===== src/wfs_pkg.sv =====
// Shared types, constants and codes for the windowed frame statistics block.
package wfs_pkg;

    localparam int COUNT_WIDTH = 12;
    localparam int SUM_WIDTH   = 44;
    localparam int FLUSH_SUM_W = 28;
    localparam int TIME_W      = 32;
    localparam int DVR_W       = 32;

    localparam int FPS_SCALE   = 10000;
    localparam int FPS_SCALE_W = 14;
    localparam int FPS_MUL_W   = COUNT_WIDTH + FPS_SCALE_W;
    localparam int FLUSH_MUL_W = FLUSH_SUM_W + 4;

    localparam int DIV_W_A = SUM_WIDTH + 1;
    localparam int DIV_W_B = (FPS_MUL_W > FLUSH_MUL_W + 1) ? FPS_MUL_W : FLUSH_MUL_W + 1;
    localparam int DIV_W   = (DIV_W_A > DIV_W_B) ? DIV_W_A : DIV_W_B;
    localparam int DIV_CNT_W = $clog2(DIV_W);

    localparam int CFG_DATA_W = 16;
    localparam int CFG_IDX_W  = 1;
    localparam int WIN_LEN_W  = 16;
    localparam int LIMIT_W    = 12;

    localparam logic [WIN_LEN_W-1:0] WIN_LEN_RESET     = 16'd1000;
    localparam logic [LIMIT_W-1:0]   FRAME_LIMIT_RESET = 12'd64;

    localparam logic [CFG_IDX_W-1:0] CFG_WIN_LEN     = 1'd0;
    localparam logic [CFG_IDX_W-1:0] CFG_FRAME_LIMIT = 1'd1;

    typedef logic [1:0] t_kind;
    localparam t_kind KIND_TICK    = 2'd0;
    localparam t_kind KIND_FRAME   = 2'd1;
    localparam t_kind KIND_RESTART = 2'd2;

    typedef enum logic [2:0] {
        ST_IDLE,
        ST_ACC,
        ST_CHECK,
        ST_LOAD,
        ST_DIV,
        ST_EMIT
    } t_state;

    typedef enum logic [2:0] {
        OP_FPS,
        OP_MEAN_FRAME,
        OP_MEAN_RENDER,
        OP_MEAN_WAIT,
        OP_MEAN_PIXELS,
        OP_FLUSH
    } t_div_op;

    typedef struct packed {
        t_kind        kind;
        logic [31:0]  now_ms;
        logic [31:0]  frame_time_us;
        logic [31:0]  render_time_us;
        logic [31:0]  wait_time_us;
        logic [31:0]  pixel_count;
        logic [15:0]  flush_count;
    } t_in_item;

    typedef struct packed {
        logic         stats_valid;
        logic [31:0]  age_ms;
        logic [31:0]  elapsed_ms;
        logic [11:0]  frames_seen;
        logic [25:0]  fps_tenths;
        logic [31:0]  mean_frame_us;
        logic [31:0]  max_frame_us;
        logic [31:0]  mean_render_us;
        logic [31:0]  mean_wait_us;
        logic [31:0]  mean_pixels;
        logic [19:0]  flushes_per_frame_tenths;
    } t_out_item;

endpackage


===== src/wfs_if.sv =====
// Valid/ready stream interfaces for the input and result channels.
interface wfs_in_if;
    import wfs_pkg::*;
    logic     valid;
    logic     ready;
    t_in_item data;
    modport source (output valid, output data, input ready);
    modport sink (input valid, input data, output ready);
endinterface

interface wfs_out_if;
    import wfs_pkg::*;
    logic      valid;
    logic      ready;
    t_out_item data;
    modport source (output valid, output data, input ready);
    modport sink (input valid, input data, output ready);
endinterface


===== src/windowed_frame_stats.sv =====
// Windowed frame statistics: window sums, close logic and a shared iterative divider.
// Ticks and frames pass ST_ACC then ST_CHECK; other kinds go from ST_ACC to ST_EMIT.
// A closing window with frames runs six divisions through one radix-2 divider,
// one at a time, each loaded in ST_LOAD and iterated in ST_DIV.
// One beat is processed at a time; the next is accepted once the result is registered.
// Sync, active-low reset restores defaults; item, divider, output data are not reset.
module windowed_frame_stats (
    input  logic                           i_clk,
    input  logic                           i_rst_n,
    input  logic                           i_cfg_we,
    input  logic [wfs_pkg::CFG_IDX_W-1:0]  i_cfg_idx,
    input  logic [wfs_pkg::CFG_DATA_W-1:0] i_cfg_data,
    wfs_in_if.sink                         i_in,
    wfs_out_if.source                      o_out
);
    import wfs_pkg::*;

    t_state                 r_state, n_state;
    t_div_op                r_op, n_op;
    t_in_item               r_item, n_item;
    logic [WIN_LEN_W-1:0]   r_win_len, n_win_len;
    logic [LIMIT_W-1:0]     r_frame_limit, n_frame_limit;
    logic [TIME_W-1:0]      r_win_start, n_win_start;
    logic [COUNT_WIDTH-1:0] r_count, n_count;
    logic [SUM_WIDTH-1:0]   r_frame_sum, n_frame_sum;
    logic [SUM_WIDTH-1:0]   r_render_sum, n_render_sum;
    logic [SUM_WIDTH-1:0]   r_wait_sum, n_wait_sum;
    logic [SUM_WIDTH-1:0]   r_pixel_sum, n_pixel_sum;
    logic [FLUSH_SUM_W-1:0] r_flush_sum, n_flush_sum;
    logic [31:0]            r_peak, n_peak;

    logic                   r_pub_valid, n_pub_valid;
    logic [TIME_W-1:0]      r_pub_at, n_pub_at;
    logic [31:0]            r_pub_elapsed, n_pub_elapsed;
    logic [11:0]            r_pub_frames, n_pub_frames;
    logic [25:0]            r_pub_fps, n_pub_fps;
    logic [31:0]            r_pub_mean_frame, n_pub_mean_frame;
    logic [31:0]            r_pub_max, n_pub_max;
    logic [31:0]            r_pub_mean_render, n_pub_mean_render;
    logic [31:0]            r_pub_mean_wait, n_pub_mean_wait;
    logic [31:0]            r_pub_mean_pixels, n_pub_mean_pixels;
    logic [19:0]            r_pub_flush, n_pub_flush;

    logic [DIV_W-1:0]       r_div_q, n_div_q;
    logic [DVR_W-1:0]       r_div_rem, n_div_rem;
    logic [DVR_W-1:0]       r_div_d, n_div_d;
    logic [DIV_CNT_W-1:0]   r_div_cnt, n_div_cnt;

    logic                   r_out_valid, n_out_valid;
    t_out_item              r_out_data, n_out_data;

    logic [TIME_W-1:0]      since;
    logic                   time_up;
    logic                   count_hit;
    logic [31:0]            span;
    logic [FPS_MUL_W-1:0]   fps_prod;
    logic [FLUSH_MUL_W-1:0] flush_x10;
    logic [DIV_W-1:0]       half_n;
    logic [DIV_W-1:0]       dividend;
    logic [DVR_W-1:0]       divisor;
    logic [DVR_W:0]         trial;
    logic [DVR_W:0]         trial_diff;
    logic                   trial_ge;
    logic                   div_last;
    logic                   out_free;
    logic                   open_win;

    assign since     = r_item.now_ms - r_win_start;
    assign time_up   = since >= TIME_W'(r_win_len);
    assign count_hit = 32'(r_count) >= 32'(r_frame_limit);
    assign span      = (since == '0) ? 32'd1 : since;
    assign fps_prod  = FPS_MUL_W'(r_count) * FPS_MUL_W'(FPS_SCALE);
    assign flush_x10 = (FLUSH_MUL_W'(r_flush_sum) << 3) + (FLUSH_MUL_W'(r_flush_sum) << 1);
    assign half_n    = DIV_W'(r_count >> 1);

    always_comb begin
        case (r_op)
            OP_FPS:         dividend = DIV_W'(fps_prod);
            OP_MEAN_FRAME:  dividend = DIV_W'(r_frame_sum) + half_n;
            OP_MEAN_RENDER: dividend = DIV_W'(r_render_sum) + half_n;
            OP_MEAN_WAIT:   dividend = DIV_W'(r_wait_sum) + half_n;
            OP_MEAN_PIXELS: dividend = DIV_W'(r_pixel_sum) + half_n;
            OP_FLUSH:       dividend = DIV_W'(flush_x10) + half_n;
            default:        dividend = '0;
        endcase
        divisor = (r_op == OP_FPS) ? r_pub_elapsed : DVR_W'(r_count);
    end

    assign trial      = {r_div_rem, r_div_q[DIV_W-1]};
    assign trial_diff = trial - {1'b0, r_div_d};
    assign trial_ge   = trial >= {1'b0, r_div_d};
    assign div_last   = r_div_cnt == DIV_CNT_W'(DIV_W - 1);
    assign out_free   = !r_out_valid || o_out.ready;

    always_comb begin
        n_state           = r_state;
        n_op              = r_op;
        n_item            = r_item;
        n_win_len         = r_win_len;
        n_frame_limit     = r_frame_limit;
        n_win_start       = r_win_start;
        n_count           = r_count;
        n_frame_sum       = r_frame_sum;
        n_render_sum      = r_render_sum;
        n_wait_sum        = r_wait_sum;
        n_pixel_sum       = r_pixel_sum;
        n_flush_sum       = r_flush_sum;
        n_peak            = r_peak;
        n_pub_valid       = r_pub_valid;
        n_pub_at          = r_pub_at;
        n_pub_elapsed     = r_pub_elapsed;
        n_pub_frames      = r_pub_frames;
        n_pub_fps         = r_pub_fps;
        n_pub_mean_frame  = r_pub_mean_frame;
        n_pub_max         = r_pub_max;
        n_pub_mean_render = r_pub_mean_render;
        n_pub_mean_wait   = r_pub_mean_wait;
        n_pub_mean_pixels = r_pub_mean_pixels;
        n_pub_flush       = r_pub_flush;
        n_div_q           = r_div_q;
        n_div_rem         = r_div_rem;
        n_div_d           = r_div_d;
        n_div_cnt         = r_div_cnt;
        n_out_valid       = r_out_valid && !o_out.ready;
        n_out_data        = r_out_data;
        open_win          = 1'b0;

        if (i_cfg_we) begin
            case (i_cfg_idx)
                CFG_WIN_LEN:     n_win_len = i_cfg_data[WIN_LEN_W-1:0];
                CFG_FRAME_LIMIT: n_frame_limit = i_cfg_data[LIMIT_W-1:0];
                default:         n_win_len = r_win_len;
            endcase
        end

        case (r_state)
            ST_IDLE: begin
                if (i_in.valid) begin
                    n_item  = i_in.data;
                    n_state = ST_ACC;
                end
            end
            ST_ACC: begin
                case (r_item.kind)
                    KIND_TICK: begin
                        n_state = ST_CHECK;
                    end
                    KIND_FRAME: begin
                        n_count      = r_count + 1'b1;
                        n_frame_sum  = r_frame_sum + SUM_WIDTH'(r_item.frame_time_us);
                        n_render_sum = r_render_sum + SUM_WIDTH'(r_item.render_time_us);
                        n_wait_sum   = r_wait_sum + SUM_WIDTH'(r_item.wait_time_us);
                        n_pixel_sum  = r_pixel_sum + SUM_WIDTH'(r_item.pixel_count);
                        n_flush_sum  = r_flush_sum + FLUSH_SUM_W'(r_item.flush_count);
                        if (r_item.frame_time_us > r_peak) begin
                            n_peak = r_item.frame_time_us;
                        end
                        n_state = ST_CHECK;
                    end
                    KIND_RESTART: begin
                        n_pub_valid       = 1'b0;
                        n_pub_at          = r_item.now_ms;
                        n_pub_elapsed     = '0;
                        n_pub_frames      = '0;
                        n_pub_fps         = '0;
                        n_pub_mean_frame  = '0;
                        n_pub_max         = '0;
                        n_pub_mean_render = '0;
                        n_pub_mean_wait   = '0;
                        n_pub_mean_pixels = '0;
                        n_pub_flush       = '0;
                        open_win          = 1'b1;
                        n_state           = ST_EMIT;
                    end
                    default: begin
                        n_state = ST_EMIT;
                    end
                endcase
            end
            ST_CHECK: begin
                if (time_up || (r_item.kind == KIND_FRAME && count_hit)) begin
                    if (r_count != '0) begin
                        n_pub_valid   = 1'b1;
                        n_pub_at      = r_item.now_ms;
                        n_pub_elapsed = span;
                        n_pub_frames  = 12'(r_count);
                        n_pub_max     = r_peak;
                        n_op          = OP_FPS;
                        n_state       = ST_LOAD;
                    end else begin
                        open_win = 1'b1;
                        n_state  = ST_EMIT;
                    end
                end else begin
                    n_state = ST_EMIT;
                end
            end
            ST_LOAD: begin
                n_div_q   = dividend;
                n_div_rem = '0;
                n_div_d   = divisor;
                n_div_cnt = '0;
                n_state   = ST_DIV;
            end
            ST_DIV: begin
                n_div_rem = trial_ge ? trial_diff[DVR_W-1:0] : trial[DVR_W-1:0];
                n_div_q   = {r_div_q[DIV_W-2:0], trial_ge};
                n_div_cnt = r_div_cnt + 1'b1;
                if (div_last) begin
                    n_state = ST_LOAD;
                    case (r_op)
                        OP_FPS: begin
                            n_pub_fps = n_div_q[25:0];
                            n_op      = OP_MEAN_FRAME;
                        end
                        OP_MEAN_FRAME: begin
                            n_pub_mean_frame = n_div_q[31:0];
                            n_op             = OP_MEAN_RENDER;
                        end
                        OP_MEAN_RENDER: begin
                            n_pub_mean_render = n_div_q[31:0];
                            n_op              = OP_MEAN_WAIT;
                        end
                        OP_MEAN_WAIT: begin
                            n_pub_mean_wait = n_div_q[31:0];
                            n_op            = OP_MEAN_PIXELS;
                        end
                        OP_MEAN_PIXELS: begin
                            n_pub_mean_pixels = n_div_q[31:0];
                            n_op              = OP_FLUSH;
                        end
                        default: begin
                            n_pub_flush = n_div_q[19:0];
                            open_win    = 1'b1;
                            n_state     = ST_EMIT;
                        end
                    endcase
                end
            end
            ST_EMIT: begin
                if (out_free) begin
                    n_out_valid                         = 1'b1;
                    n_out_data.stats_valid              = r_pub_valid;
                    n_out_data.age_ms                   = r_pub_valid ?
                                                          (r_item.now_ms - r_pub_at) : '0;
                    n_out_data.elapsed_ms               = r_pub_elapsed;
                    n_out_data.frames_seen              = r_pub_frames;
                    n_out_data.fps_tenths               = r_pub_fps;
                    n_out_data.mean_frame_us            = r_pub_mean_frame;
                    n_out_data.max_frame_us             = r_pub_max;
                    n_out_data.mean_render_us           = r_pub_mean_render;
                    n_out_data.mean_wait_us             = r_pub_mean_wait;
                    n_out_data.mean_pixels              = r_pub_mean_pixels;
                    n_out_data.flushes_per_frame_tenths = r_pub_flush;
                    n_state                             = ST_IDLE;
                end
            end
            default: begin
                n_state = ST_IDLE;
            end
        endcase

        if (open_win) begin
            n_win_start  = r_item.now_ms;
            n_count      = '0;
            n_frame_sum  = '0;
            n_render_sum = '0;
            n_wait_sum   = '0;
            n_pixel_sum  = '0;
            n_flush_sum  = '0;
            n_peak       = '0;
        end
    end

    always_ff @(posedge i_clk) begin
        if (!i_rst_n) begin
            r_state           <= ST_IDLE;
            r_op              <= OP_FPS;
            r_win_len         <= WIN_LEN_RESET;
            r_frame_limit     <= FRAME_LIMIT_RESET;
            r_win_start       <= '0;
            r_count           <= '0;
            r_frame_sum       <= '0;
            r_render_sum      <= '0;
            r_wait_sum        <= '0;
            r_pixel_sum       <= '0;
            r_flush_sum       <= '0;
            r_peak            <= '0;
            r_pub_valid       <= 1'b0;
            r_pub_at          <= '0;
            r_pub_elapsed     <= '0;
            r_pub_frames      <= '0;
            r_pub_fps         <= '0;
            r_pub_mean_frame  <= '0;
            r_pub_max         <= '0;
            r_pub_mean_render <= '0;
            r_pub_mean_wait   <= '0;
            r_pub_mean_pixels <= '0;
            r_pub_flush       <= '0;
            r_out_valid       <= 1'b0;
        end else begin
            r_state           <= n_state;
            r_op              <= n_op;
            r_win_len         <= n_win_len;
            r_frame_limit     <= n_frame_limit;
            r_win_start       <= n_win_start;
            r_count           <= n_count;
            r_frame_sum       <= n_frame_sum;
            r_render_sum      <= n_render_sum;
            r_wait_sum        <= n_wait_sum;
            r_pixel_sum       <= n_pixel_sum;
            r_flush_sum       <= n_flush_sum;
            r_peak            <= n_peak;
            r_pub_valid       <= n_pub_valid;
            r_pub_at          <= n_pub_at;
            r_pub_elapsed     <= n_pub_elapsed;
            r_pub_frames      <= n_pub_frames;
            r_pub_fps         <= n_pub_fps;
            r_pub_mean_frame  <= n_pub_mean_frame;
            r_pub_max         <= n_pub_max;
            r_pub_mean_render <= n_pub_mean_render;
            r_pub_mean_wait   <= n_pub_mean_wait;
            r_pub_mean_pixels <= n_pub_mean_pixels;
            r_pub_flush       <= n_pub_flush;
            r_out_valid       <= n_out_valid;
        end
    end

    always_ff @(posedge i_clk) begin
        r_item     <= n_item;
        r_div_q    <= n_div_q;
        r_div_rem  <= n_div_rem;
        r_div_d    <= n_div_d;
        r_div_cnt  <= n_div_cnt;
        r_out_data <= n_out_data;
    end

    assign i_in.ready  = (r_state == ST_IDLE);
    assign o_out.valid = r_out_valid;
    assign o_out.data  = r_out_data;

    a_busy_after_accept: assert property (@(posedge i_clk) disable iff (!i_rst_n)
        (i_in.valid && i_in.ready) |=> !i_in.ready)
        else $error("Block stayed ready after accepting a beat.");

    a_divider_rem_bound: assert property (@(posedge i_clk) disable iff (!i_rst_n)
        (r_state == ST_DIV) |-> (r_div_rem < r_div_d))
        else $error("Divider remainder is not below the divisor.");

    a_published_floor: assert property (@(posedge i_clk) disable iff (!i_rst_n)
        r_pub_valid |-> (r_pub_elapsed != '0 && r_pub_frames != '0))
        else $error("Published window has zero length or no frames.");

    a_invalid_zero: assert property (@(posedge i_clk) disable iff (!i_rst_n)
        (r_out_valid && !r_out_data.stats_valid) |->
        (r_out_data.age_ms == '0 && r_out_data.elapsed_ms == '0 &&
         r_out_data.max_frame_us == '0))
        else $error("Result without published stats carries nonzero fields.");

endmodule


===== src/flat_wrapper.sv =====
// flat-port wrapper written by rule: the top's interface ports become plain ports
module windowed_frame_stats_flat import wfs_pkg::*;
  (i_clk, i_rst_n, i_cfg_we, i_cfg_idx, i_cfg_data, i_in_valid, i_in_data, i_in_ready, o_out_valid, o_out_data, o_out_ready);
  wfs_in_if i_in_i ();
  wfs_out_if o_out_i ();
  input  logic i_clk;
  input  logic i_rst_n;
  input  logic i_cfg_we;
  input  logic [wfs_pkg::CFG_IDX_W-1:0] i_cfg_idx;
  input  logic [wfs_pkg::CFG_DATA_W-1:0] i_cfg_data;
  input wire logic [$bits(i_in_i.valid)-1:0] i_in_valid;
  input wire logic [$bits(i_in_i.data)-1:0] i_in_data;
  output wire logic [$bits(i_in_i.ready)-1:0] i_in_ready;
  output wire logic [$bits(o_out_i.valid)-1:0] o_out_valid;
  output wire logic [$bits(o_out_i.data)-1:0] o_out_data;
  input wire logic [$bits(o_out_i.ready)-1:0] o_out_ready;
  assign i_in_i.valid = i_in_valid;
  assign i_in_i.data = i_in_data;
  assign i_in_ready = i_in_i.ready;
  assign o_out_valid = o_out_i.valid;
  assign o_out_data = o_out_i.data;
  assign o_out_i.ready = o_out_ready;
  windowed_frame_stats u_core (.i_clk(i_clk), .i_rst_n(i_rst_n), .i_cfg_we(i_cfg_we), .i_cfg_idx(i_cfg_idx), .i_cfg_data(i_cfg_data), .i_in(i_in_i), .o_out(o_out_i));
endmodule

===== config.mk =====
export PLATFORM = sky130hd
export DESIGN_NAME = windowed_frame_stats_flat
export DESIGN_NICKNAME = d
export VERILOG_FILES = /design/src/wfs_pkg.sv /design/src/wfs_if.sv /design/src/windowed_frame_stats.sv /design/src/flat_wrapper.sv
export SDC_FILE = /design/constraint.sdc
export NUM_CORES = 2
export LEC_CHECK = 0
export BUFFER_PORTS_ARGS = -buffer_cell sky130_fd_sc_hd__clkbuf_2
export CAP_MARGIN = 20
export CORE_AREA = 2 2 374 339
export CTS_BUF_LIST = sky130_fd_sc_hd__clkbuf_4 sky130_fd_sc_hd__clkbuf_8 sky130_fd_sc_hd__clkbuf_16
export CTS_CLUSTER_SIZE = 14
export DETAILED_ROUTE_END_ITERATION = 10
export DIE_AREA = 0 0 376 341
export PLACE_DENSITY = 0.71
export SYNTH_ARGS = -nofsm -noshare
export SYNTH_HDL_FRONTEND = slang
export SYNTH_SLANG_ARGS = --single-unit

===== constraint.sdc =====
create_clock -name i_clk -period 14.37 [get_ports i_clk]
set_clock_uncertainty 0.2 [all_clocks]
set_input_delay 0.7185 -clock i_clk [delete_from_list [all_inputs] [get_ports i_clk]]
set_output_delay 0.7185 -clock i_clk [all_outputs]
set_load 0.005 [all_outputs]

==> impl_metrics.tcl <==
set metrics [dict create \
    root_buffer "clkbuf_16" \
    p_sw_share_pct 31.54 \
    ioPinCount 485 \
    intPower_mw 6.684 \
    period_share_pct 53.10 \
    cts_max_level 4 \
    outcome "finished clean" \
    setup_viol 0 \
    initial_core_util_pct 49.60 \
    rsz0062_at_grt "no" \
    power_switching_mw 3.080 \
    synth_most_common_cell "nor2_1" \
    grt_pass1_wl_mm 269.4 \
    place_area_mm2 0.06549 \
    drt_iter0_drc 4337 \
    min_from "i_cfg_data[2]" \
    ys.warnings.count 0 \
    nNetsFinal 7573 \
    crit_path_max_fanout 86 \
    synthTopCellsByCount "nor2_1, dfxtp_1, edfxtp_1" \
    hold_violations 0 \
    clock_latency_ns 0.78 \
    path_cells "ha_1 > nor2b_1 > o31a_1 > o41ai_2 > a211oi_1 > or2_2 > xor2_1 > ha_1 > a21o_1 > a221o_1 > a211oi_1 > nand2_1 > o21ai_0 > and3_1 > a31oi_4 > buf_4 > buf_16 > buf_4 > buf_4 > a2111oi_2" \
    clockPowerShare_pct 35.0 \
    cp_common_cell "buf_4" \
    track_usage_pct 26.89 \
    pwr-share-comb_pct 23.7 \
    fp.dieW_um 376 \
    syn_avg_cell_area_um2 9.708 \
    clk_pin_slew_worst_paths_ns 0.06 \
    hp-class "in -> reg" \
    postLayoutCellArea_mm2 0.07180 \
    cp_slowest_cell "and3_1" \
    ant_nets 0 \
    grt_overflow 0 \
    min_to "u_core.r_frame_limit[2]" \
    setup_tns_ns 0 \
    finalPower_mw 9.764 \
    async_flop_share_pct 0 \
    synth_top_cell_by_area "edfxtp_1" \
    io_buffer_count 484 \
    end_kind "flip-flop" \
    syn_inst 6353 \
    worstPathArrival_ns 8.10 \
    slew_violations 0 \
    powerDensity_mw_per_mm2 136.0 \
    rows 123 \
    clk_path_buf_depth 3 \
    peakVddDrop_mv 0.1124 \
    holdWs_ns 0.03686 \
    core-area_mm2 0.1243 \
    vias 49616 \
    die_h_um 341 \
    whs_path_depth 3 \
    p_leak_nw 28.16 \
    wirelength_mm 177.4 \
    firstDrtPassIters 6 \
    numCtsBuffers 130 \
    synth-seq-area-share_pct 47.45 \
    wire_per_inst_um 20.55 \
    relSlewSlack_pct 27.21 \
    synth_area_mm2 0.06168 \
    route.detailed.drc 0 \
    rr_endpoint "u_core.r_pixel_sum[26]" \
    setup_ws_ns 6.740 \
    min_period_ns 7.630 \
    antenna_found_initial 6 \
    r2r_slack_ns 6.74 \
    synth_seq_cells 1174 \
    rr_startpoint "u_core.r_item[145]" \
    dp_hpwl_mm 125.4 \
    ys_top_cells_by_area "edfxtp_1, dfxtp_1, ha_1, a21oi_1, nor2_1" \
    worstPathRequired_ns 14.84 \
    num_antenna_cells 0 \
    critical_path_class "reg -> reg" \
    drive_gt1_share_pct 11.96 \
    grt_pass1_vias 46728 \
    critPathLaunchType "flip-flop" \
    vias_per_cell 5.748 \
    synth.net_count 7026 \
    synth_top_area_share_pct 28.04 \
    fp.dieArea_mm2 0.1282 \
    cts_setup_buffers 0 \
    fmax_mhz 131.1 \
    syn2layout_area_growth_pct 16.42 \
    p_seq_share_pct 41.3 \
    cts_tree "yes" \
    synth_enable_flop_cells 576 \
    reg2regPathDepth 20 \
    preCtsSetupSlack_ns 6.872 \
    gp_congestion 0.9700 \
    grt_max_degree 178 \
    postCtsHoldBufs 183 \
    ys_types 87 \
    clkSinkCount 1174 \
    max_stage_delay_ns 0.60 \
    max_cap_viol_count 0 \
    ys.flop_type "dfxtp_1" \
    max_slew.worst_pin.slew_ns 1.084 \
    cts_resized 0 \
]
sequential cells by signal (all words and copies together) (netlist names), 44 cells and up:
register / flops
u_core.r_render_sum: 44
u_core.r_frame_sum: 44
u_core.r_pixel_sum: 44
u_core.o_out.data: 283
u_core.r_wait_sum: 44
u_core.r_item: 178
u_core.r_div_q: 45
cell families after synthesis:
family | Yosys count | synth area share, %
compound gates | 1399 | 14.43
xor+xnor | 318 | 4.516
fa+ha+maj | 473 | 10.09
buf+inv | 655 | 4.084
flops | 1174 | 47.45
mux | 244 | 3.976
simple gates | 2090 | 15.45
stage by stage:
step,util (%),std cells
2_1_floorplan,-,6353
3_3_place_gp,52.66,8207
3_5_place_dp,52.66,8207
4_1_cts,57.68,8629
5_1_grt,57.74,8632
6_report,57.74,8632
how the worst max path moves through the flow:
stage,cells after the start,from,slack [ns],to
after floorplan,2,o_out_ready,5.45,u_core.o_out.data[0]
after global placement,19,u_core.r_item[145],7.09,u_core.r_flush_sum[21]
after detailed placement,19,u_core.r_item[145],6.87,u_core.r_wait_sum[37]
after CTS,19,u_core.r_item[145],6.84,u_core.r_wait_sum[37]
after global routing,20,u_core.r_item[145],6.34,u_core.r_pixel_sum[26]
final,20,u_core.r_item[145],6.74,u_core.r_pixel_sum[26]
worst max-delay path, delay by kind of cell (launching register included):
kind	cells	cell delay, ns
AO/OA/AOI/OAI	9	2.97
XOR/XNOR	1	0.41
adder cells (fa/ha/maj)	2	0.67
buffers and inverters	4	1.51
flip-flops	1	0.49
AND/OR/NAND/NOR	4	1.16
cell type report:
type	count	area, µm²
tap	1625	2033
sequential	1174	29270
inverter	359	1355
clock buffer	176	3732
multi-input combinational	4524	30060
timing repair buffer	711	4681
clock inverter	63	675.6
fill	10664	52550
power groups by stage:
stage | Clock (mW) | Combinational [mW] | Sequential, mW
after CTS | 3.47 | 2.27 | 4.03
after global routing | 3.60 | 2.54 | 4.06
after global placement | 0 | 2.17 | 4.10
after detailed placement | 0 | 2.21 | 4.10
final | 3.42 | 2.31 | 4.04
after floorplan | 0 | 1.62 | 4.06
layout by cell type, fill, tap and decap left out, types with 31 or more instances in the layout:
cell type / n
clkbuf_2: 483
a221o_1: 31
nor2b_1: 51
a21o_1: 135
xor2_1: 109
dlygate4sd3_1: 183
fa_1: 41
a31oi_1: 52
o21a_1: 53
inv_1: 358
edfxtp_1: 576
ha_1: 432
nand3_1: 178
a211oi_1: 43
or3_1: 36
o21ai_0: 224
o21bai_1: 39
nand2b_1: 46
mux2i_1: 236
a21oi_1: 532
dfxtp_1: 597
nand2_1: 562
and3_1: 42
and2_1: 55
nor3_1: 325
xnor2_1: 209
nor2_1: 645
clkbuf_16: 133
nand4_1: 43
buf_4: 38
routing by layer:
layer  GRT usage, %  wire, µm
met4          10.71      6713
met3          4.379     11250
met5              0         0
met2          43.02     81520
met1          36.47     77890
No activity file was read; power rests on OpenSTA's default activity.
